===== config.mk =====
export PLATFORM = sky130hd
export DESIGN_NAME = msh_ctrl
export DESIGN_NICKNAME = d
export VERILOG_FILES = /design/src/sv/msh_pkg.sv /design/src/sv/msh_ctrl.sv
export SDC_FILE = /design/constraint.sdc
export NUM_CORES = 1
export LEC_CHECK = 0
export BUFFER_PORTS_ARGS = -buffer_cell sky130_fd_sc_hd__buf_2
export CAP_MARGIN = 20
export CORE_AREA = 3 3 40 42
export DETAILED_ROUTE_END_ITERATION = 8
export DIE_AREA = 0 0 43 45
export PLACE_DENSITY = 0.76
export SLEW_MARGIN = 20
export SYNTH_ARGS = -nofsm -noshare
export SYNTH_HDL_FRONTEND = slang
export SYNTH_SLANG_ARGS = --single-unit
export TNS_END_PERCENT = 1

===== constraint.sdc =====
create_clock -name clk_i -period 2.2 [get_ports clk_i]
set_clock_uncertainty 0.15 [all_clocks]
set_input_delay 0.22 -clock clk_i [delete_from_list [all_inputs] [get_ports clk_i]]
set_output_delay 0.22 -clock clk_i [all_outputs]
set_load 0.05 [all_outputs]

===== src/sv/msh_pkg.sv =====
package msh_pkg;

  // fixed field and register widths
  localparam int Z_W       = 64;
  localparam int ORG_W     = 32;
  localparam int STEP_W    = 31;
  localparam int ITER_W    = 16;
  localparam int ROW_W     = 12;
  localparam int SHADE_W   = 7;
  localparam int CFG_IDX_W = 3;
  localparam int CFG_W     = 32;
  localparam int MOD_W     = 5;

  // register indexes on the configuration port
  localparam logic [CFG_IDX_W-1:0] REG_REAL_ORIGIN = 3'd0;
  localparam logic [CFG_IDX_W-1:0] REG_IMAG_ORIGIN = 3'd1;
  localparam logic [CFG_IDX_W-1:0] REG_REAL_STEP   = 3'd2;
  localparam logic [CFG_IDX_W-1:0] REG_IMAG_STEP   = 3'd3;
  localparam logic [CFG_IDX_W-1:0] REG_ITER_LIMIT  = 3'd4;
  localparam logic [CFG_IDX_W-1:0] REG_ROW_WIDTH   = 3'd5;

  // register values after reset
  localparam logic [ORG_W-1:0]  RST_REAL_ORIGIN = 32'hD000_0000;
  localparam logic [ORG_W-1:0]  RST_IMAG_ORIGIN = 32'hE000_0000;
  localparam logic [STEP_W-1:0] RST_REAL_STEP   = 31'd2097152;
  localparam logic [STEP_W-1:0] RST_IMAG_STEP   = 31'd4194304;
  localparam logic [ITER_W-1:0] RST_ITER_LIMIT  = 16'd50;
  localparam logic [ROW_W-1:0]  RST_ROW_WIDTH   = 12'd80;

  // shade ramp
  localparam logic [MOD_W-1:0]   RAMP_LAST  = 5'd18;
  localparam logic [SHADE_W-1:0] CHAR_SPACE = 7'h20;

  // operand pairs for the shared multiplier
  typedef enum logic [1:0] {
    MSEL_ZY_ZX,
    MSEL_ZX_ZX,
    MSEL_ZY_ZY
  } mul_sel_e;

  // commands from the controller to the datapath
  typedef struct packed {
    logic     load_item;
    logic     div_step;
    logic     calc_coord;
    logic     upd_zx;
    logic     mul_start;
    mul_sel_e mul_sel;
    logic     upd_zy;
    logic     wr_xsq;
    logic     wr_ysq;
    logic     inc_count;
    logic     out_load;
  } dp_cmd_t;

  // status from the datapath to the controller
  typedef struct packed {
    logic iter_go;
    logic mul_done;
    logic out_free;
  } dp_stat_t;

  function automatic logic [SHADE_W-1:0] shade_ramp(input logic [MOD_W-1:0] pos);
    logic [SHADE_W-1:0] ch;
    case (pos)
      5'd0:    ch = 7'h20;
      5'd1:    ch = 7'h2E;
      5'd2:    ch = 7'h2C;
      5'd3:    ch = 7'h2D;
      5'd4:    ch = 7'h7E;
      5'd5:    ch = 7'h6F;
      5'd6:    ch = 7'h3A;
      5'd7:    ch = 7'h3B;
      5'd8:    ch = 7'h2A;
      5'd9:    ch = 7'h3D;
      5'd10:   ch = 7'h3E;
      5'd11:   ch = 7'h3C;
      5'd12:   ch = 7'h21;
      5'd13:   ch = 7'h3F;
      5'd14:   ch = 7'h48;
      5'd15:   ch = 7'h58;
      5'd16:   ch = 7'h23;
      5'd17:   ch = 7'h24;
      5'd18:   ch = 7'h40;
      default: ch = 7'h20;
    endcase
    return ch;
  endfunction

endpackage


===== src/sv/msh_ctrl.sv =====
module msh_ctrl
  import msh_pkg::*;
#(
  parameter int INDEX_BITS = 20
) (
  input  logic     clk_i,
  input  logic     rst_ni,
  input  logic     in_valid_i,
  output logic     in_stall_o,
  input  dp_stat_t stat_i,
  output dp_cmd_t  cmd_o
);

  localparam int CNT_W = $clog2(INDEX_BITS);
  localparam logic [CNT_W-1:0] DIV_LAST = CNT_W'(INDEX_BITS - 1);

  localparam logic [2:0] ST_IDLE  = 3'd0;
  localparam logic [2:0] ST_DIV   = 3'd1;
  localparam logic [2:0] ST_COORD = 3'd2;
  localparam logic [2:0] ST_CHECK = 3'd3;
  localparam logic [2:0] ST_MUL_A = 3'd4;
  localparam logic [2:0] ST_MUL_B = 3'd5;
  localparam logic [2:0] ST_MUL_C = 3'd6;
  localparam logic [2:0] ST_DONE  = 3'd7;

  logic [2:0]       state_q, state_d;
  logic [CNT_W-1:0] cnt_q, cnt_d;

  // sequencing of one pixel
  always_comb begin
    state_d = state_q;
    cnt_d   = cnt_q;
    cmd_o   = '0;
    unique case (state_q)
      ST_IDLE: begin
        if (in_valid_i) begin
          cmd_o.load_item = 1'b1;
          cnt_d   = '0;
          state_d = ST_DIV;
        end
      end
      ST_DIV: begin
        cmd_o.div_step = 1'b1;
        if (cnt_q == DIV_LAST) begin
          state_d = ST_COORD;
        end else begin
          cnt_d = cnt_q + 1'b1;
        end
      end
      ST_COORD: begin
        cmd_o.calc_coord = 1'b1;
        state_d = ST_CHECK;
      end
      ST_CHECK: begin
        // zx takes its new value while the multiplier latches the old one
        if (stat_i.iter_go) begin
          cmd_o.upd_zx    = 1'b1;
          cmd_o.mul_start = 1'b1;
          cmd_o.mul_sel   = MSEL_ZY_ZX;
          state_d = ST_MUL_A;
        end else begin
          state_d = ST_DONE;
        end
      end
      ST_MUL_A: begin
        cmd_o.mul_sel = MSEL_ZX_ZX;
        if (stat_i.mul_done) begin
          cmd_o.upd_zy    = 1'b1;
          cmd_o.mul_start = 1'b1;
          state_d = ST_MUL_B;
        end
      end
      ST_MUL_B: begin
        cmd_o.mul_sel = MSEL_ZY_ZY;
        if (stat_i.mul_done) begin
          cmd_o.wr_xsq    = 1'b1;
          cmd_o.mul_start = 1'b1;
          state_d = ST_MUL_C;
        end
      end
      ST_MUL_C: begin
        cmd_o.mul_sel = MSEL_ZY_ZY;
        if (stat_i.mul_done) begin
          cmd_o.wr_ysq    = 1'b1;
          cmd_o.inc_count = 1'b1;
          state_d = ST_CHECK;
        end
      end
      ST_DONE: begin
        if (stat_i.out_free) begin
          cmd_o.out_load = 1'b1;
          state_d = ST_IDLE;
        end
      end
      default: state_d = ST_IDLE;
    endcase
  end

  always_ff @(posedge clk_i or negedge rst_ni) begin
    if (!rst_ni) begin
      state_q <= ST_IDLE;
      cnt_q   <= '0;
    end else begin
      state_q <= state_d;
      cnt_q   <= cnt_d;
    end
  end

  assign in_stall_o = (state_q != ST_IDLE);

endmodule


==> results of run 1 <==
[state kept, by name (all words and copies together) (netlist names)]
signal / cells
state_q: 3
cnt_q: 5
[routing by layer]
layer	track usage [%]	share of wire (%)	vias up
met4	11.45	1.9	0
li1	-	-	308
met3	2.789	6.6	4
met2	26.95	48	26
met1	19.01	43	294
met5	0	0	-
[power breakdown]
part,internal (uW),leakage (uW),switching (uW)
Combinational,272,0.000252,553
Sequential,218,0.0000974,86.0
Clock,62.4,0.0000138,49.2
Total,552,0.000364,688
[how the worst min path moves through the flow]
stage | from | endpoint
after floorplan | rst_ni | cnt_q[0]
after global placement | rst_ni | cnt_q[2]
after detailed placement | rst_ni | cnt_q[2]
after CTS | stat_i[1] | state_q[2]
after global routing | stat_i[1] | state_q[2]
final | stat_i[1] | state_q[2]
[cell usage after synthesis]
cell type,n,share of area (%)
sky130_fd_sc_hd__dfrtp_1,8,34
sky130_fd_sc_hd__nand2_1,8,5.0
sky130_fd_sc_hd__nor2_1,8,5.0
sky130_fd_sc_hd__nand3_1,7,5.9
sky130_fd_sc_hd__a21oi_1,4,3.4
sky130_fd_sc_hd__inv_1,4,2.5
sky130_fd_sc_hd__nand2b_1,4,4.2
sky130_fd_sc_hd__o211ai_1,3,3.8
sky130_fd_sc_hd__o21ai_0,3,2.5
sky130_fd_sc_hd__a31oi_1,2,2.1
sky130_fd_sc_hd__clkbuf_1,2,1.3
sky130_fd_sc_hd__nor2b_1,2,2.1
sky130_fd_sc_hd__or3_1,2,2.1
sky130_fd_sc_hd__a31o_1,1,1.5
sky130_fd_sc_hd__and3b_1,1,1.5
sky130_fd_sc_hd__and4bb_2,1,2.1
sky130_fd_sc_hd__buf_1,1,0.63
sky130_fd_sc_hd__buf_2,1,0.84
sky130_fd_sc_hd__buf_4,1,1.3
sky130_fd_sc_hd__clkinv_2,1,0.84
sky130_fd_sc_hd__ha_1,1,2.1
sky130_fd_sc_hd__mux2i_1,1,1.7
sky130_fd_sc_hd__nand4bb_1,1,1.9
sky130_fd_sc_hd__nor3_1,1,0.84
sky130_fd_sc_hd__nor3b_1,1,1.3
sky130_fd_sc_hd__nor4bb_1,1,1.7
sky130_fd_sc_hd__o221ai_1,1,1.5
sky130_fd_sc_hd__o22ai_1,1,1.0
sky130_fd_sc_hd__or3b_2,1,1.5
sky130_fd_sc_hd__or4b_1,1,1.7
sky130_fd_sc_hd__xnor2_1,1,1.5
sky130_fd_sc_hd__xor2_1,1,1.5
[layout make-up]
class	count	area (um2)	area share, %
inverter	5	20.02	2.698
tap	15	18.77	2.530
timing repair buffer	22	122.6	16.53
multi-input combinational	58	357.8	48.23
sequential	8	200.2	26.98
clock buffer	3	22.52	3.035
[cell families (layout without fill, tap and decap cells)]
logic type      Yosys count  in the layout  synth area share, %
mux                       1              1                1.677
buf+inv                  10             30                7.336
simple gates             39             39                36.69
flops                     8              8                33.54
compound gates           15             15                15.72
xor+xnor                  2              2                2.936
fa+ha+maj                 1              1                2.096
[through the flow]
| stage | setup WS (ns) | hold slack, ns | instance area (um2) |
|---|---|---|---|
| 6_report | 0.1264 | 0.1220 | 742.0 |
| 5_1_grt | 0.04971 | 0.1359 | 742.0 |
| 4_1_cts | 0.1233 | 0.1064 | 742.0 |
| 3_5_place_dp | 0.4065 | -0.07471 | 709.4 |
| 3_3_place_gp | 0.4409 | -0.07476 | 709.4 |
| 2_1_floorplan | 0.002547 | -0.2256 | 601.8 |
==> load_flow_metrics.sql, run 1 <==
INSERT INTO impl_metrics (metric_group, metric, value, unit) VALUES
('setup_path', 'endpoint', 'cmd_o[11]', ''),
('run_status', 'run_status', 'finished clean', ''),
('synth', 'synth_fp_nets', '83', ''),
('routing', 'vias', '632', ''),
('final_layout', 'layout.cells.most_common', 'sky130_fd_sc_hd__buf_2', ''),
('place', 'routabilityCongestion', '0.9027', ''),
('final_layout', 'antenna-diode-count', '0', ''),
('sta', 'achievable-frequency', '482.2', 'MHz'),
('setup_path', 'cp-startpoint', 'state_q[2]', ''),
('clock_network', 'clkSinkCount', '8', ''),
('clock_network', 'cts_max_level', '1', ''),
('floorplanning', 'die_y', '45', 'um'),
('clock_network', 'insertion_delay', '0.25', 'ns'),
('grt', 'track_usage', '16.20', '%'),
('grt', 'grt_antenna_before_repair', '0', ''),
('pwr', 'ir_worst_vdd', '0.7475', 'mV'),
('place', 'port_buffer_cells', '18', ''),
('routing', 'route.detailed.drc', '0', ''),
('pwr', 'power_per_cell_area', '1671', 'mW/mm2'),
('synth', 'avgSynthCellArea', '7.853', 'um2'),
('pwr', 'totalPowerFinal', '1240', 'uW'),
('sta', 'setup_viol_count_final', '0', ''),
('pwr', 'p_leak', '0.0003635', 'uW'),
('routing', 'routed_wire_length_per_instance', '12.51', 'um'),
('worst_hold_path', 'hold_depth', '2', ''),
('sta', 'final.min_clock_period', '2.074', 'ns'),
('routing', 'route.detailed.vias_per_inst', '5.694', ''),
('setup_path', 'timing.reg2reg.worst_path_depth', '4', ''),
('setup_path', 'timing_worst_setup_path_type', 'flip-flop to output pin', ''),
('sta', 'final.period_utilization', '94.26', '%'),
('final_layout', 'post_route_cells_drive_above_1_share', '29.17', '%'),
('floorplanning', 'std_cell_rows', '13', ''),
('routing', 'routed_wl', '1389', 'um'),
('sta', 'max_slew_margin', '69.15', '%'),
('routing', 'antenna_violation_net_count_after_detailed_routing', '0', ''),
('setup_path', 'slowest_delay', '0.67', 'ns'),
('clock_network', 'cts_tree', 'yes', ''),
('setup_path', 'critical_path_depth', '3', ''),
('clock_network', 'cts_resized', '0', ''),
('sta', 'grt_setup_unrepaired', 'false', ''),
('final_layout', 'finalNonFillerCells', '111', ''),
('final_layout', 'layout_common_cells', '18 x sky130_fd_sc_hd__buf_2, 8 x sky130_fd_sc_hd__nor2_1, 8 x sky130_fd_sc_hd__nand2_1, 8 x sky130_fd_sc_hd__dfrtp_1, 7 x sky130_fd_sc_hd__nand3_1', ''),
('setup_path', 'reg2reg_setup_slack', '0.53', 'ns'),
('final_layout', 'final_net_count', '105', ''),
('synth', 'yosysSeqAreaShare', '33.54', '%'),
('sta', 'timing_hold_violations_final', '0', ''),
('floorplanning', 'floorplan.initialDensity', '46.45', '%'),
('clock_network', 'clock_tree.buffer_depth', '2', ''),
('sta', 'tightest_slew', '0.4565', 'ns'),
('grt', 'grt_first_pass_wirelength', '2373', 'um'),
('setup_path', 'timing.critical_path.arrival', '1.70', 'ns'),
('grt', 'pin_count_of_the_biggest_net_entering_global_routing', '14', ''),
('setup_path', 'worst_path_max_delay_cell', 'sky130_fd_sc_hd__or4b_1', ''),
('floorplanning', 'area_of_the_core', '0.001285', 'mm2'),
('synth', 'mappedNetlistArea', '596.8', 'um2'),
('setup_path', 'kind_of_start_point_of_the_critical_path', 'flip-flop', ''),
('synth', 'synth_cell_type_count', '32', ''),
('routing', 'drt-initial-drc-count', '7', ''),
('floorplanning', 'fp.dieW', '43', 'um'),
('clock_network', 'ctsHoldBuffers', '1', ''),
('synth', 'flop_and_latch_count_out_of_synthesis', '8', ''),
('setup_path', 'worstPathMaxFanout', '8', ''),
('final_layout', 'fill_cells', '131', ''),
('final_layout', 'layout-area-overhead-vs-synth', '24.32', '%'),
('clock_network', 'postCtsSetupBuffers', '0', ''),
('floorplanning', 'top_level_ports', '19', ''),
('place', 'placedCellCount', '107', ''),
('sta', 'maxSlewViolCount', '0', ''),
('grt', 'grt_remaining_overflow', '0', ''),
('setup_path', 'critPathRequiredTime', '1.83', 'ns'),
('clock_network', 'clock-root-buffer', 'sky130_fd_sc_hd__clkbuf_4', '');
Note: power is estimated with default switching activity, not from simulation.
==> run 2: changes to the inputs <==
--- a/config.mk
+++ b/config.mk
@@ -7,9 +7,9 @@
 export LEC_CHECK = 0
 export BUFFER_PORTS_ARGS = -buffer_cell sky130_fd_sc_hd__buf_2
 export CAP_MARGIN = 20
-export CORE_AREA = 3 3 40 42
+export CORE_AREA = 5 5 42 44
 export DETAILED_ROUTE_END_ITERATION = 8
-export DIE_AREA = 0 0 43 45
+export DIE_AREA = 0 0 47 49
 export PLACE_DENSITY = 0.76
 export SLEW_MARGIN = 20
 export SYNTH_ARGS = -nofsm -noshare
==> run 2 against run 1 <==
Setup slack gained 0.022 ns. Non-clock buffer count unchanged. Register-to-register slack lost 0.03 ns. Sequential share of layout area hardly changed. Routed wire length is 9.9% higher. Power rose by 1.8%. Cell area increased by 0.17%. Global-route usage is 1.4 points lower. Critical path type unchanged. Largest power group unchanged. Highest routed layer unchanged.
==> load_flow_metrics.sql, run 2 (synthesis gave the netlist of run 1 again) <==
INSERT INTO impl_metrics (metric_group, metric, value, unit) VALUES
('setup_path', 'setup.worst_path.end_class', 'output pin', ''),
('setup_path', 'critical_path.reg2reg.endpoint', 'cnt_q[1]', ''),
('final_layout', 'post_route_cells_drive_above_1_share', '29.17', '%'),
('setup_path', 'slowest_delay', '0.66', 'ns'),
('setup_path', 'timing.critical_path.arrival', '1.68', 'ns'),
('worst_hold_path', 'hold_path.startpoint', 'stat_i[1]', ''),
('routing', 'routed_wire_length_per_instance', '13.63', 'um'),
('grt', 'grt_first_pass_wirelength', '2456', 'um'),
('sta', 'tightest_slew', '0.4504', 'ns'),
('clock_network', 'clock-root-buffer', 'sky130_fd_sc_hd__clkbuf_4', ''),
('final_layout', 'antenna-diode-count', '0', ''),
('job', 'max_cap_viols', '0', ''),
('setup_path', 'cp-startpoint', 'state_q[2]', ''),
('floorplanning', 'top_level_ports', '19', ''),
('worst_hold_path', 'hold_depth', '2', ''),
('place', 'hpwlAfterDp', '1155', 'um'),
('place', 'routabilityCongestion', '0.9031', ''),
('floorplanning', 'die_y', '49', 'um'),
('setup_path', 'worstPathMaxFanout', '6', ''),
('clock_network', 'insertion_delay', '0.26', 'ns'),
('clock_network', 'clkSinkCount', '8', ''),
('pwr', 'p_leak', '0.0003635', 'uW'),
('clock_network', 'worst_setup_hold_path_clk_slew', '0.06', 'ns'),
('place', 'port_buffer_cells', '18', ''),
('final_layout', 'largest-register', 'cnt_q', ''),
('setup_path', 'cp_cell_sequence', 'or4b_1 > clkinv_2 > buf_2', ''),
('sta', 'maxSlewViolCount', '0', ''),
('grt', 'grt_remaining_overflow', '0', ''),
('routing', 'vias', '647', ''),
('routing', 'met2_layer_wire_length_in_the_routed_design', '702', 'um'),
('floorplanning', 'std_cell_rows', '14', ''),
('setup_path', 'kind_of_start_point_of_the_critical_path', 'flip-flop', ''),
('final_layout', 'multiInputGateArea', '357.8', 'um2'),
('routing', 'dr_wl_met3', '110', 'um'),
('worst_hold_path', 'worst_hold_path.endpoint', 'state_q[2]', ''),
('routing', 'drt-initial-drc-count', '6', ''),
('clock_network', 'clock_tree.buffer_depth', '2', ''),
('grt', 'via_count_of_the_first_global_routing_pass', '618', ''),
('setup_path', 'critPathRequiredTime', '1.83', 'ns'),
('floorplanning', 'fp.dieW', '47', 'um'),
('final_layout', 'area.sequential', '200.2', 'um2'),
('routing', 'detail_route.first_pass.iterations', '4', ''),
('final_layout', 'layout.cells.most_common', 'sky130_fd_sc_hd__buf_2', ''),
('sta', 'totalNegativeSetupSlack', '0', 'ns'),
('setup_path', 'worst_path_max_delay_cell', 'sky130_fd_sc_hd__or4b_1', ''),
('floorplanning', 'floorplan.initialDensity', '42.59', '%'),
('final_layout', 'largest_reg_flops', '5', ''),
('clock_network', 'cts_made_buffers', '3', ''),
('final_layout', 'fill_cells', '147', ''),
('routing', 'routed_wl', '1526', 'um'),
('worst_hold_path', 'timing.hold.worst.class', 'primary input to flip-flop', ''),
('routing', 'route.detailed.drc', '0', ''),
('setup_path', 'reg2reg_setup_slack', '0.50', 'ns'),
('sta', 'timing_hold_violations_final', '0', ''),
('final_layout', 'finish.utilization', '53.04', '%'),
('grt', 'track_usage', '14.82', '%'),
('sta', 'grt_setup_unrepaired', 'false', ''),
('clock_network', 'postCtsSetupBuffers', '0', ''),
('grt', 'pin_count_of_the_biggest_net_entering_global_routing', '13', ''),
('setup_path', 'crit-reg2reg-launch', 'cnt_q[0]', ''),
('run_status', 'run_status', 'finished clean', ''),
('routing', 'antenna_violation_net_count_after_detailed_routing', '0', ''),
('setup_path', 'worst-path-buf-inv', '2', ''),
('clock_network', 'cts_tree', 'yes', ''),
('final_layout', 'largestRegisters', 'cnt_q: 5 flops, state_q: 3 flops', ''),
('routing', 'route.detailed.vias_per_inst', '5.777', ''),
('setup_path', 'timing.reg2reg.worst_path_depth', '4', ''),
('sta', 'achievable-frequency', '487.5', 'MHz'),
('sta', 'final.min_clock_period', '2.051', 'ns'),
('setup_path', 'timing.critical_path.max_delay_family', 'simple AND/OR/NAND/NOR gates', ''),
('final_layout', 'layout_common_cells', '18 x sky130_fd_sc_hd__buf_2, 8 x sky130_fd_sc_hd__nor2_1, 8 x sky130_fd_sc_hd__nand2_1, 8 x sky130_fd_sc_hd__dfrtp_1, 7 x sky130_fd_sc_hd__nand3_1', ''),
('sta', 'setup_viol_count_final', '0', ''),
('pwr', 'power_per_cell_area', '1699', 'mW/mm2'),
('grt', 'grt_antenna_before_repair', '0', ''),
('sta', 'final.period_utilization', '93.25', '%'),
('pwr', 'ir_worst_vdd', '0.9433', 'mV'),
('routing', 'wl_met1', '642', 'um'),
('floorplanning', 'area_of_the_core', '0.001401', 'mm2'),
('routing', 'route.top_layer_used', 'met4', ''),
('setup_path', 'timing_worst_setup_path_type', 'flip-flop to output pin', ''),
('final_layout', 'layout-area-overhead-vs-synth', '24.53', '%'),
('sta', 'max_slew_margin', '69.57', '%'),
('floorplanning', 'die_outline_area', '0.002303', 'mm2'),
('clock_network', 'cts_max_level', '1', ''),
('final_layout', 'final_net_count', '105', '');
-- run 2: worst reg2reg max path, cell delays in order (launching register included) --
cell	delay [ns]
sky130_fd_sc_hd__dfrtp_1	0.39
sky130_fd_sc_hd__ha_1	0.26
sky130_fd_sc_hd__nor4bb_1	0.47
sky130_fd_sc_hd__nor2_1	0.12
sky130_fd_sc_hd__o21ai_0	0.22
-- run 2: area by class of cell --
| cell class | count | area share (%) |
|---|---|---|
| Timing Repair Buffer | 22 | 16.50 |
| Multi-Input combinational cell | 58 | 48.15 |
| Tap cell | 16 | 2.694 |
| Inverter | 5 | 2.694 |
| Clock buffer | 3 | 3.030 |
| Sequential cell | 8 | 26.94 |
-- run 2: report_power, final --
| part | internal [uW] | leakage [uW] | total (uW) | switching (uW) |
|---|---|---|---|---|
| clock | 62.6 | 0.0000138 | 114 | 51.8 |
| sequential | 218 | 0.0000974 | 307 | 89.2 |
| combinational | 273 | 0.000252 | 841 | 568 |
| total | 553 | 0.000364 | 1260 | 709 |
-- run 2: how the worst max path moves through the flow --
stage	to	slack [ns]	depth (start not counted)
final	cmd_o[11]	0.15	3
after global routing	cmd_o[11]	0.08	3
after CTS	cmd_o[11]	0.15	3
after detailed placement	cmd_o[11]	0.43	3
after global placement	cmd_o[11]	0.47	3
after floorplan	cmd_o[2]	0.003	4
-- run 2: what timing repair did --
action                                 CTS  global route
endpoints found under the hold margin    8             0
resized for setup                        0             0
hold buffers                             1             0
-- run 2: through the flow --
stage          instances  instance area [um2]  setup WS [ns]  hold slack (ns)  total power, uW
3_5_place_dp         108                710.7         0.4295         -0.07958             1139
6_report             112                743.2         0.1485           0.1200             1262
3_3_place_gp         108                710.7         0.4658         -0.07688             1123
5_1_grt              112                743.2        0.08305           0.1251             1348
4_1_cts              112                743.2         0.1455           0.1123             1263
2_1_floorplan         76                601.8       0.002547          -0.2256            940.8
-- run 2: layer usage --
layer / global-route usage (%) / vias up
met2: 22.40 / 24
met5: 0 / -
met3: 4.797 / 9
met4: 11.52 / 0
li1: - / 308
met1: 16.18 / 306
